### src/rtl/core/uart_rx_pkg.sv
// Package for the serial receiver core: frame phase type and fixed constants.
// No dependencies.
package uart_rx_pkg;

    typedef enum logic [1:0] {
        PH_IDLE  = 2'd0,
        PH_START = 2'd1,
        PH_DATA  = 2'd2,
        PH_STOP  = 2'd3
    } phase_t;

    // configuration port
    localparam int CFG_DATA_W  = 16;
    localparam int CFG_INDEX_W = 1;
    localparam logic [CFG_INDEX_W-1:0] CFG_IDX_BIT_TICKS = 1'b0;
    localparam logic [CFG_INDEX_W-1:0] CFG_IDX_MSB_FIRST = 1'b1;

    localparam logic [CFG_DATA_W-1:0] BIT_TICKS_RESET = 16'd16;
    localparam logic [CFG_DATA_W-1:0] MIN_PERIOD      = 16'd2;

    localparam int BYTE_W = 8;

endpackage

### src/rtl/core/uart_serial_receiver_core.sv
// Serial receiver core (8N1 style) with a two-entry result buffer.
// Depends on uart_rx_pkg.
//
// One line sample is taken per accepted request, one request per clock at
// full rate. From idle a low sample opens a frame; half a bit period later
// the start bit is re-checked and a high level drops the frame silently.
// DATA_BITS data bits follow, one per bit_ticks samples, then the stop bit.
// On the stop-bit sample one result leaves: the low 8 bits of the word and
// framing_error (stop bit low). Results sit in an output register backed by
// a skid register, so input keeps flowing while a result waits; in_stall
// rises only once both are full, i.e. after the downstream side has held
// off two results. Config writes land on the next clock and belong to idle
// periods. bit_ticks below 2 acts as 2, and values past the TICK_WIDTH
// counter range saturate to its maximum.
module uart_serial_receiver_core #(
    parameter int DATA_BITS  = 8,
    parameter int TICK_WIDTH = 16
) (
    input  logic                                clk,
    input  logic                                rst_n,
    // configuration writes
    input  logic                                cfg_we,
    input  logic [uart_rx_pkg::CFG_INDEX_W-1:0] cfg_index,
    input  logic [uart_rx_pkg::CFG_DATA_W-1:0]  cfg_data,
    // line sample requests
    input  logic                                in_valid,
    output logic                                in_stall,
    input  logic                                line_level,
    // result requests
    output logic                                out_valid,
    input  logic                                out_stall,
    output logic [uart_rx_pkg::BYTE_W-1:0]      received_byte,
    output logic                                framing_error
);
    import uart_rx_pkg::*;

    localparam int IDX_W   = (DATA_BITS > 1) ? $clog2(DATA_BITS) : 1;
    localparam int PER_W   = (TICK_WIDTH > CFG_DATA_W) ? TICK_WIDTH : CFG_DATA_W;
    localparam logic [IDX_W-1:0] LAST_BIT = IDX_W'(DATA_BITS - 1);
    localparam logic [PER_W-1:0] TICK_MAX = {PER_W{1'b1}} >> (PER_W - TICK_WIDTH);

    // configuration registers
    logic [CFG_DATA_W-1:0] bit_ticks_reg;
    logic                  msb_first_reg;

    // frame state
    phase_t                phase_reg, phase_next;
    logic [TICK_WIDTH-1:0] tick_reg, tick_next;
    logic [IDX_W-1:0]      bit_idx_reg, bit_idx_next;
    logic [DATA_BITS-1:0]  word_reg, word_next;

    // result buffer: output stage plus skid stage
    logic                  out_valid_reg;
    logic [BYTE_W-1:0]     out_byte_reg;
    logic                  out_ferr_reg;
    logic                  skid_valid_reg;
    logic [BYTE_W-1:0]     skid_byte_reg;
    logic                  skid_ferr_reg;

    logic                  in_accept;
    logic                  out_pop;
    logic [PER_W-1:0]      per_wide;
    logic [TICK_WIDTH-1:0] period;
    logic [TICK_WIDTH-1:0] tick_inc;
    logic [DATA_BITS-1:0]  word_shifted;
    logic [BYTE_W+DATA_BITS-1:0] word_ext;
    logic                  res_valid;
    logic [BYTE_W-1:0]     res_byte;
    logic                  res_ferr;

    assign in_stall  = skid_valid_reg;
    assign in_accept = in_valid && !skid_valid_reg;
    assign out_pop   = out_valid_reg && !out_stall;

    assign out_valid     = out_valid_reg;
    assign received_byte = out_byte_reg;
    assign framing_error = out_ferr_reg;

    // --- config ---
    always_ff @(posedge clk or negedge rst_n)
    begin
        if (!rst_n)
        begin
            bit_ticks_reg <= BIT_TICKS_RESET;
            msb_first_reg <= 1'b1;
        end
        else if (cfg_we)
        begin
            unique case (cfg_index)
                CFG_IDX_BIT_TICKS: bit_ticks_reg <= cfg_data;
                CFG_IDX_MSB_FIRST: msb_first_reg <= cfg_data[0];
                default: ;
            endcase
        end
    end

    // effective bit period, clamped to [2, counter max]
    always_comb
    begin
        per_wide = PER_W'(bit_ticks_reg);
        if (per_wide < PER_W'(MIN_PERIOD))
            per_wide = PER_W'(MIN_PERIOD);
        if (per_wide > TICK_MAX)
            per_wide = TICK_MAX;
        period = per_wide[TICK_WIDTH-1:0];
    end

    assign tick_inc = tick_reg + TICK_WIDTH'(1);

    // new sample enters the word at the end selected by msb_first
    always_comb
    begin
        if (msb_first_reg)
            word_shifted = {word_reg[DATA_BITS-2:0], line_level};
        else
            word_shifted = {line_level, word_reg[DATA_BITS-1:1]};
    end

    // --- next state ---
    always_comb
    begin
        phase_next   = phase_reg;
        tick_next    = tick_reg;
        bit_idx_next = bit_idx_reg;
        word_next    = word_reg;
        unique case (phase_reg)
            PH_IDLE:
            begin
                if (!line_level)
                begin
                    phase_next = PH_START;
                    tick_next  = '0;
                end
            end
            PH_START:
            begin
                tick_next = tick_inc;
                if (tick_inc >= (period >> 1))
                begin
                    tick_next = '0;
                    if (line_level)
                        phase_next = PH_IDLE;   // false start
                    else
                    begin
                        phase_next   = PH_DATA;
                        bit_idx_next = '0;
                        word_next    = '0;
                    end
                end
            end
            PH_DATA:
            begin
                tick_next = tick_inc;
                if (tick_inc >= period)
                begin
                    tick_next = '0;
                    word_next = word_shifted;
                    if (bit_idx_reg >= LAST_BIT)
                    begin
                        phase_next   = PH_STOP;
                        bit_idx_next = '0;
                    end
                    else
                        bit_idx_next = bit_idx_reg + IDX_W'(1);
                end
            end
            PH_STOP:
            begin
                tick_next = tick_inc;
                if (tick_inc >= period)
                begin
                    tick_next  = '0;
                    phase_next = PH_IDLE;
                end
            end
            default: phase_next = PH_IDLE;
        endcase
    end

    // --- result ---
    always_comb
    begin
        res_valid = in_accept && (phase_reg == PH_STOP) && (tick_inc >= period);
        word_ext  = {{BYTE_W{1'b0}}, word_reg};
        res_byte  = word_ext[BYTE_W-1:0];
        res_ferr  = !line_level;
    end

    always_ff @(posedge clk or negedge rst_n)
    begin
        if (!rst_n)
        begin
            phase_reg   <= PH_IDLE;
            tick_reg    <= '0;
            bit_idx_reg <= '0;
            word_reg    <= '0;
        end
        else if (in_accept)
        begin
            phase_reg   <= phase_next;
            tick_reg    <= tick_next;
            bit_idx_reg <= bit_idx_next;
            word_reg    <= word_next;
        end
    end

    // --- result buffer control ---
    always_ff @(posedge clk or negedge rst_n)
    begin
        if (!rst_n)
        begin
            out_valid_reg  <= 1'b0;
            skid_valid_reg <= 1'b0;
        end
        else
        begin
            if (skid_valid_reg)
            begin
                // input is stalled; drain skid into the output stage
                if (out_pop)
                    skid_valid_reg <= 1'b0;
            end
            else if (res_valid)
            begin
                if (out_valid_reg && !out_pop)
                    skid_valid_reg <= 1'b1;
                else
                    out_valid_reg <= 1'b1;
            end
            else if (out_pop)
                out_valid_reg <= 1'b0;
        end
    end

    // result payload, no reset
    always_ff @(posedge clk)
    begin
        if (skid_valid_reg)
        begin
            if (out_pop)
            begin
                out_byte_reg <= skid_byte_reg;
                out_ferr_reg <= skid_ferr_reg;
            end
        end
        else if (res_valid)
        begin
            if (out_valid_reg && !out_pop)
            begin
                skid_byte_reg <= res_byte;
                skid_ferr_reg <= res_ferr;
            end
            else
            begin
                out_byte_reg <= res_byte;
                out_ferr_reg <= res_ferr;
            end
        end
    end

endmodule

### config.mk
export PLATFORM = sky130hd
export DESIGN_NAME = uart_serial_receiver_core
export DESIGN_NICKNAME = d
export VERILOG_FILES = /design/src/rtl/core/uart_rx_pkg.sv /design/src/rtl/core/uart_serial_receiver_core.sv
export SDC_FILE = /design/constraint.sdc
export NUM_CORES = 1
export LEC_CHECK = 0
export ABC_AREA = 1
export ABC_CLOCK_PERIOD_IN_PS = 5480
export BUFFER_PORTS_ARGS = -buffer_cell sky130_fd_sc_hd__buf_4
export CAP_MARGIN = 20
export CORE_UTILIZATION = 65
export CTS_BUF_LIST = sky130_fd_sc_hd__clkbuf_8
export CTS_CLUSTER_DIAMETER = 100
export DETAILED_ROUTE_END_ITERATION = 16
export MAX_ROUTING_LAYER = met4
export PLACE_DENSITY_LB_ADDON = 0.2
export SLEW_MARGIN = 20
export SYNTH_ARGS = -nofsm -noshare
export SYNTH_HDL_FRONTEND = slang
export SYNTH_SLANG_ARGS = --single-unit
### constraint.sdc
create_clock -name clk -period 5.48 [get_ports clk]
set_input_delay 1.096 -clock clk [delete_from_list [all_inputs] [get_ports clk]]
set_output_delay 1.096 -clock clk [all_outputs]
set_load 0.05 [all_outputs]
# --- After elaboration in Yosys (flattened, before gate mapping) ---
# Index checks and enable logic that the tools add are counted.
classes:
  magnitude_cmp: 5
  add_sub_neg: 2
  eq_ne: 12
  mux: 38
  bitwise_logic: 2
  reduce_logical: 22
ops:
  columns: ["cell", "count"]
  rows:
  - ["16-bit 2-to-1 mux", 5]
  - ["8-bit 2-to-1 mux", 8]
  - ["16-bit case mux with 3 select lines", 1]
  - ["16-bit by 1-bit adder with 16-bit output (second input constant)", 1]
  - ["16-bit by 15-bit >= comparator with 1-bit output", 1]
  - ["16-bit >= comparator", 1]
  - ["16-bit greater-than comparator (second input constant)", 1]
  - ["16-bit by 2-bit less-than comparator with 1-bit output (second input constant)", 1]
  - ["2-bit != test (second input constant)", 8]
  - ["8-bit case mux with 2 select lines", 1]
  - ["2-bit 2-to-1 mux", 6]
  - ["3-bit 2-to-1 mux", 4]
  - ["1-bit 2-to-1 mux", 11]
  - ["3-bit AND reduction", 3]
  - ["2-bit case mux with 4 select lines", 1]
  - ["3-bit case mux with 2 select lines", 1]
  - ["2-bit AND reduction", 3]
  - ["6-bit AND reduction", 1]
  - ["2-bit nonzero test", 3]
  - ["1-bit logical AND", 5]
  - ["5-bit AND reduction", 1]
  - ["2-bit == test (second input constant)", 2]
  - ["1-bit logical NOT", 4]
  - ["3-bit by 1-bit adder with 3-bit output (second input constant)", 1]
  - ["other kinds (6)", 7]
word_totals:
  output_inout_bits: 11
  ff_bits: 66
  inputBits: 23
  word_cells: 93

# --- Longest topological paths before layout ---
depth:
  word_depth: 8
  ltp_mapped: 23
  ltp_nobuf: 22

# --- Worst setup path before layout ---
# Ideal clock, no wire load.
synth_timing:
  path_kind: "flip-flop to flip-flop"
  startpoint: "reg tick_reg[0]"
  endpoint: "reg out_ferr_reg, in the netlist framing_error (enable)"
  setup_slack_ns: 2.040
  path_stages_with_launch: 19
  period_less_slack_ns: 3.440
  t_arrival_ns: 3.062
  required_ns: 5.102
  setup_ns: 0.378
  n_path_buf: 0
  cell_sequence: "dfrtp_1 -> ha_1 -> nand2_1 -> nor2_1 -> inv_1 -> nor2_1 -> nand2_1 -> nor2_1 -> inv_1 -> o21ai_0 -> inv_1 -> ha_1 -> nand2_1 -> nor3_1 -> nand3_1 -> nand3_1 -> nand3_1 -> o21a_1 -> a21oi_1"
synth_between:
  elab_chain_cells: 5
synth_rtl:
  columns: ["item", "line", "text"]
  rows:
  - ["from (decl)", "uart_serial_receiver_core.sv:48", "logic [TICK_WIDTH-1:0] tick_reg, tick_next;"]
  - ["from (signal assigned)", "uart_serial_receiver_core.sv:201", "tick_reg <= tick_next;"]
  - ["16-bit by 1-bit adder with 16-bit output", "uart_serial_receiver_core.sv:108", "assign tick_inc = tick_reg + TICK_WIDTH'(1);"]
  - ["16-bit >= comparator", "uart_serial_receiver_core.sv:183", "res_valid = in_accept && (phase_reg == PH_STOP) && (tick_inc >= period);"]
  - ["1-bit logical AND", "uart_serial_receiver_core.sv:183", null]
  - ["2-bit nonzero test (no source line)", null, null]
  - ["3-bit AND reduction (no source line)", null, null]
  - ["to (signal assigned)", "uart_serial_receiver_core.sv:243", "out_ferr_reg <= skid_ferr_reg;"]
  - ["to (signal assigned)", "uart_serial_receiver_core.sv:256", "out_ferr_reg <= res_ferr;"]
  - ["to (decl)", "uart_serial_receiver_core.sv:55", "logic out_ferr_reg;"]
# Every way passes these cells.
# A chain may end at the register's enable or synchronous reset.

# --- Worst setup path after layout ---
layout_timing:
  startpoint: "reg tick_reg[0]"
  endpoint: "reg out_byte_reg[6], in the netlist received_byte[6] (enable)"
layout_between:
  elab_chain_cells: 5
layout_rtl:
  columns: ["item", "line", "text"]
  rows:
  - ["16-bit by 1-bit adder with 16-bit output", "uart_serial_receiver_core.sv:108", null]
  - ["16-bit >= comparator", "uart_serial_receiver_core.sv:183", null]
  - ["1-bit logical AND", "uart_serial_receiver_core.sv:183", null]
  - ["2-bit nonzero test (no source line)", null, null]
  - ["3-bit AND reduction (no source line)", null, null]
  - ["to (signal assigned)", "uart_serial_receiver_core.sv:242", "out_byte_reg <= skid_byte_reg;"]
  - ["to (signal assigned)", "uart_serial_receiver_core.sv:255", "out_byte_reg <= res_byte;"]
  - ["to (decl)", "uart_serial_receiver_core.sv:54", "logic [BYTE_W-1:0] out_byte_reg;"]
# Every way passes these cells.

==> impl_metrics.csv <==
group,metric,value,unit
route,routed_wl,8090,um
clocking,ctsResizeCount,0,
synth,synth_cell_type_count,39,
global_route,antenna_found_initial,0,
sta,hold_viol,0,
synth,synth_top_area_share,28.9,%
place,gp_congestion,0.917,
die,coreArea,0.00592,mm2
die,die_x,80.3,um
synth,yosys_warnings,0,
power_and_ir_drop,power,1370,uW
synth,ys_ff_latch,66,
critical_path,worstSetupStartpointType,"flip-flop",
die,design.die.area,0.00645,mm2
place,portBuffers,33,
synth,syn-cell-area,0.00399,mm2
min_path,min_path_type,"reg2reg",
power_and_ir_drop,p_seq_share,44.3,%
final_layout,layout_common_cells,"nand2_1 (117), inv_1 (63), dfrtp_1 (46), nor2_1 (44), ha_1 (34)",
synth,async_reset_ff_share,72.7,%
sta,rsz0062_at_grt,"no",
global_route,grt_use_total,29.7,%
clocking,cts_buffers,9,
clocking,cts_setup_buffers,0,
critical_path,critPathRequiredTime,5.47,ns
die,die_y,80.3,um
final_layout,n_fill_cell,444,
die,rows,28,
synth,synth_nets,535,
sta,slew_headroom,37.1,%
route,wl_per_cell,13.7,um
final_layout,fin_nets,569,
final_layout,stdcell_area,0.00444,mm2
clocking,clock_latency,0.35,ns
global_route,grt_max_degree,49,
synth,netlist_top_cells_area,"dfrtp_1 (29%), edfxtp_1 (14%), nand2_1 (11%)",
sta,tightest_slew,0.941,ns
critical_path,crit_start,"tick_reg[0]",
power_and_ir_drop,p_per_area,309,mW/mm2
synth,synth_area_per_cell,8.34,um2
route,drc_errors,0,
min_path,hold_path.startpoint,"bit_ticks_reg[0]",
final_layout,diodes,0,
synth,yosysTopAreaCell,"dfrtp_1",
die,start_util,67.3,%
global_route,grt.overflow.total,0,
global_route,grt_pass1_wl,14000,um
clocking,cts_buffer_depth,2,
clocking,htreeDepth,3,
final_layout,regArea,0.00174,mm2
route,dr_wl_met2,3880,um
die,ioPinCount,34,
power_and_ir_drop,p_leak,0.00229,uW
clocking,path_clk_slew,0.08,ns
final_layout,final_common_cell,"nand2_1",
global_route,grt_pass1_vias,3186,
power_and_ir_drop,swShare,37.5,%
power_and_ir_drop,combPwrFrac,28.6,%
synth,synth_ff_type,"dfrtp_1",
sta,fmax,231,MHz
route,routed_via_density,5.50,
power_and_ir_drop,p_switching,515,uW
sta,clock_skew,0.00705,ns
sta,holdWs,0.507,ns
outcome,outcome,"complete, no violations",
sta,fin_crit_sh,79.2,%
route,dr.pass1.iters,5,
clocking,root_buffer,"clkbuf_8",
sta,drv_slew,0,
sta,setup_ws,1.14,ns
critical_path,path_max_fanout,9,
power_and_ir_drop,internal_power,858,uW
power_and_ir_drop,clkPwrFrac,27.2,%
critical_path,reg2reg_from,"tick_reg[0]",
final_layout,drive_gt1_share,17.2,%
sta,min_period,4.34,ns
sta,final.setup.tns,0,ns
critical_path,critical_path_arrival,4.32,ns
critical_path,crit_type,"reg2reg",
clocking,cts_tree,"built",
critical_path,crit_path_end_kind,"flip-flop",
job,maxCapViolCount,0,
place,dp_slack,1.25,ns
final_layout,multi_input_area,0.00192,mm2
synth,ys_seq_area_share,43.8,%
synth,synth_edf_count,18,
sta,setup_viol,0,
synth,syn_inst,478,
place,place_area,0.00426,mm2
clocking,hold_buffers,0,
power_and_ir_drop,irDropWorstVdd,208,uV
route,num_vias,3256,
route,routedLengthMet1,3660,um
route,drtIter0Drc,195,
route,routed-wl-met3,394,um
clocking,cts.sinks,66,
route,ant_nets,0,
final_layout,area_growth,11.4,%
route,highest_layer,"met4",
place,dp_hpwl,6110,um
-- final timing paths --
check,endpoint,slack (ns),cells after the start
max reg2reg,received_byte[6],1.14,18
min,bit_ticks_reg[0],0.51,2
max in group asynchronous,bit_idx_reg[0],4.30,1
min in group asynchronous,bit_ticks_reg[3],0.74,1
min reg2reg,bit_ticks_reg[0],0.51,2
max,received_byte[6],1.14,18
-- synth_stat cells (2+ instances only) --
master / instances
dfrtp_1: 46
buf_6: 3
edfxtp_1: 18
inv_1: 63
a31oi_1: 2
clkbuf_1: 3
o21a_1: 3
nor2_2: 2
ha_1: 34
clkinv_1: 3
o21ai_0: 16
o21bai_1: 2
o21ai_1: 2
dfstp_2: 2
a21oi_1: 31
nand2_4: 3
nand3_1: 17
nand4_1: 8
o21ai_2: 20
nand2_1: 117
xor2_1: 4
a21o_1: 2
nand2_2: 5
nor2_1: 44
o211ai_1: 3
nor4_1: 2
buf_1: 3
nor3_1: 9
-- layer usage --
layer | global-route usage, % | vias to the layer above
li1 | - | 1633
met2 | 47.9 | 79
met4 | 10.9 | 0
met1 | 36.7 | 1520
met3 | 6.48 | 24
met5 | - | -
-- power by group through the flow --
stage	registers, uW	logic [uW]	clock network [uW]
final	608	392	373
after global routing	615	448	401
after CTS	607	392	377
after detailed placement	617	390	0
after global placement	612	369	0
after floorplan	594	322	0
-- cell type report --
type,instances,area share [%]
Clock buffer,9,2.79
Inverter,68,5.78
Tap cell,75,2.11
Timing Repair Buffer,33,5.58
Clock inverter,7,1.21
Sequential cell,66,39.3
Multi-Input combinational cell,334,43.3
-- stage by stage --
step,cells,util [%]
floorplan,478,-
global placement,576,72.0
detailed placement,576,72.0
CTS,592,75.0
global route,592,75.0
finish,592,75.0
-- kinds of logic (layout without fill, tap and decap cells) --
group	Yosys count	in the layout	synth area share [%]
AOI/OAI and AO/OA	84	84	13.5
xor gates and xnor gates	4	4	0.879
buffers and inverters	78	117	8.04
adders and majority gates	34	34	10.7
and+or+nand+nor	212	212	23.1
DFF	66	66	43.8
-- critical path, stage by stage (launching register included) --
cell	delay, ns
dfrtp_1	0.45
ha_1	0.24
nand2_1	0.10
nor2_1	0.14
inv_1	0.07
nor2_1	0.14
nand2_1	0.12
nor2_1	0.16
inv_1	0.11
o21ai_0	0.31
inv_1	0.13
ha_1	0.30
nand2_1	0.09
nor3_1	0.34
nand3_1	0.23
nand3_1	0.14
nand3_1	0.16
o21a_1	0.16
a21oi_1	0.60
No activity file was read; power rests on OpenSTA's default activity.
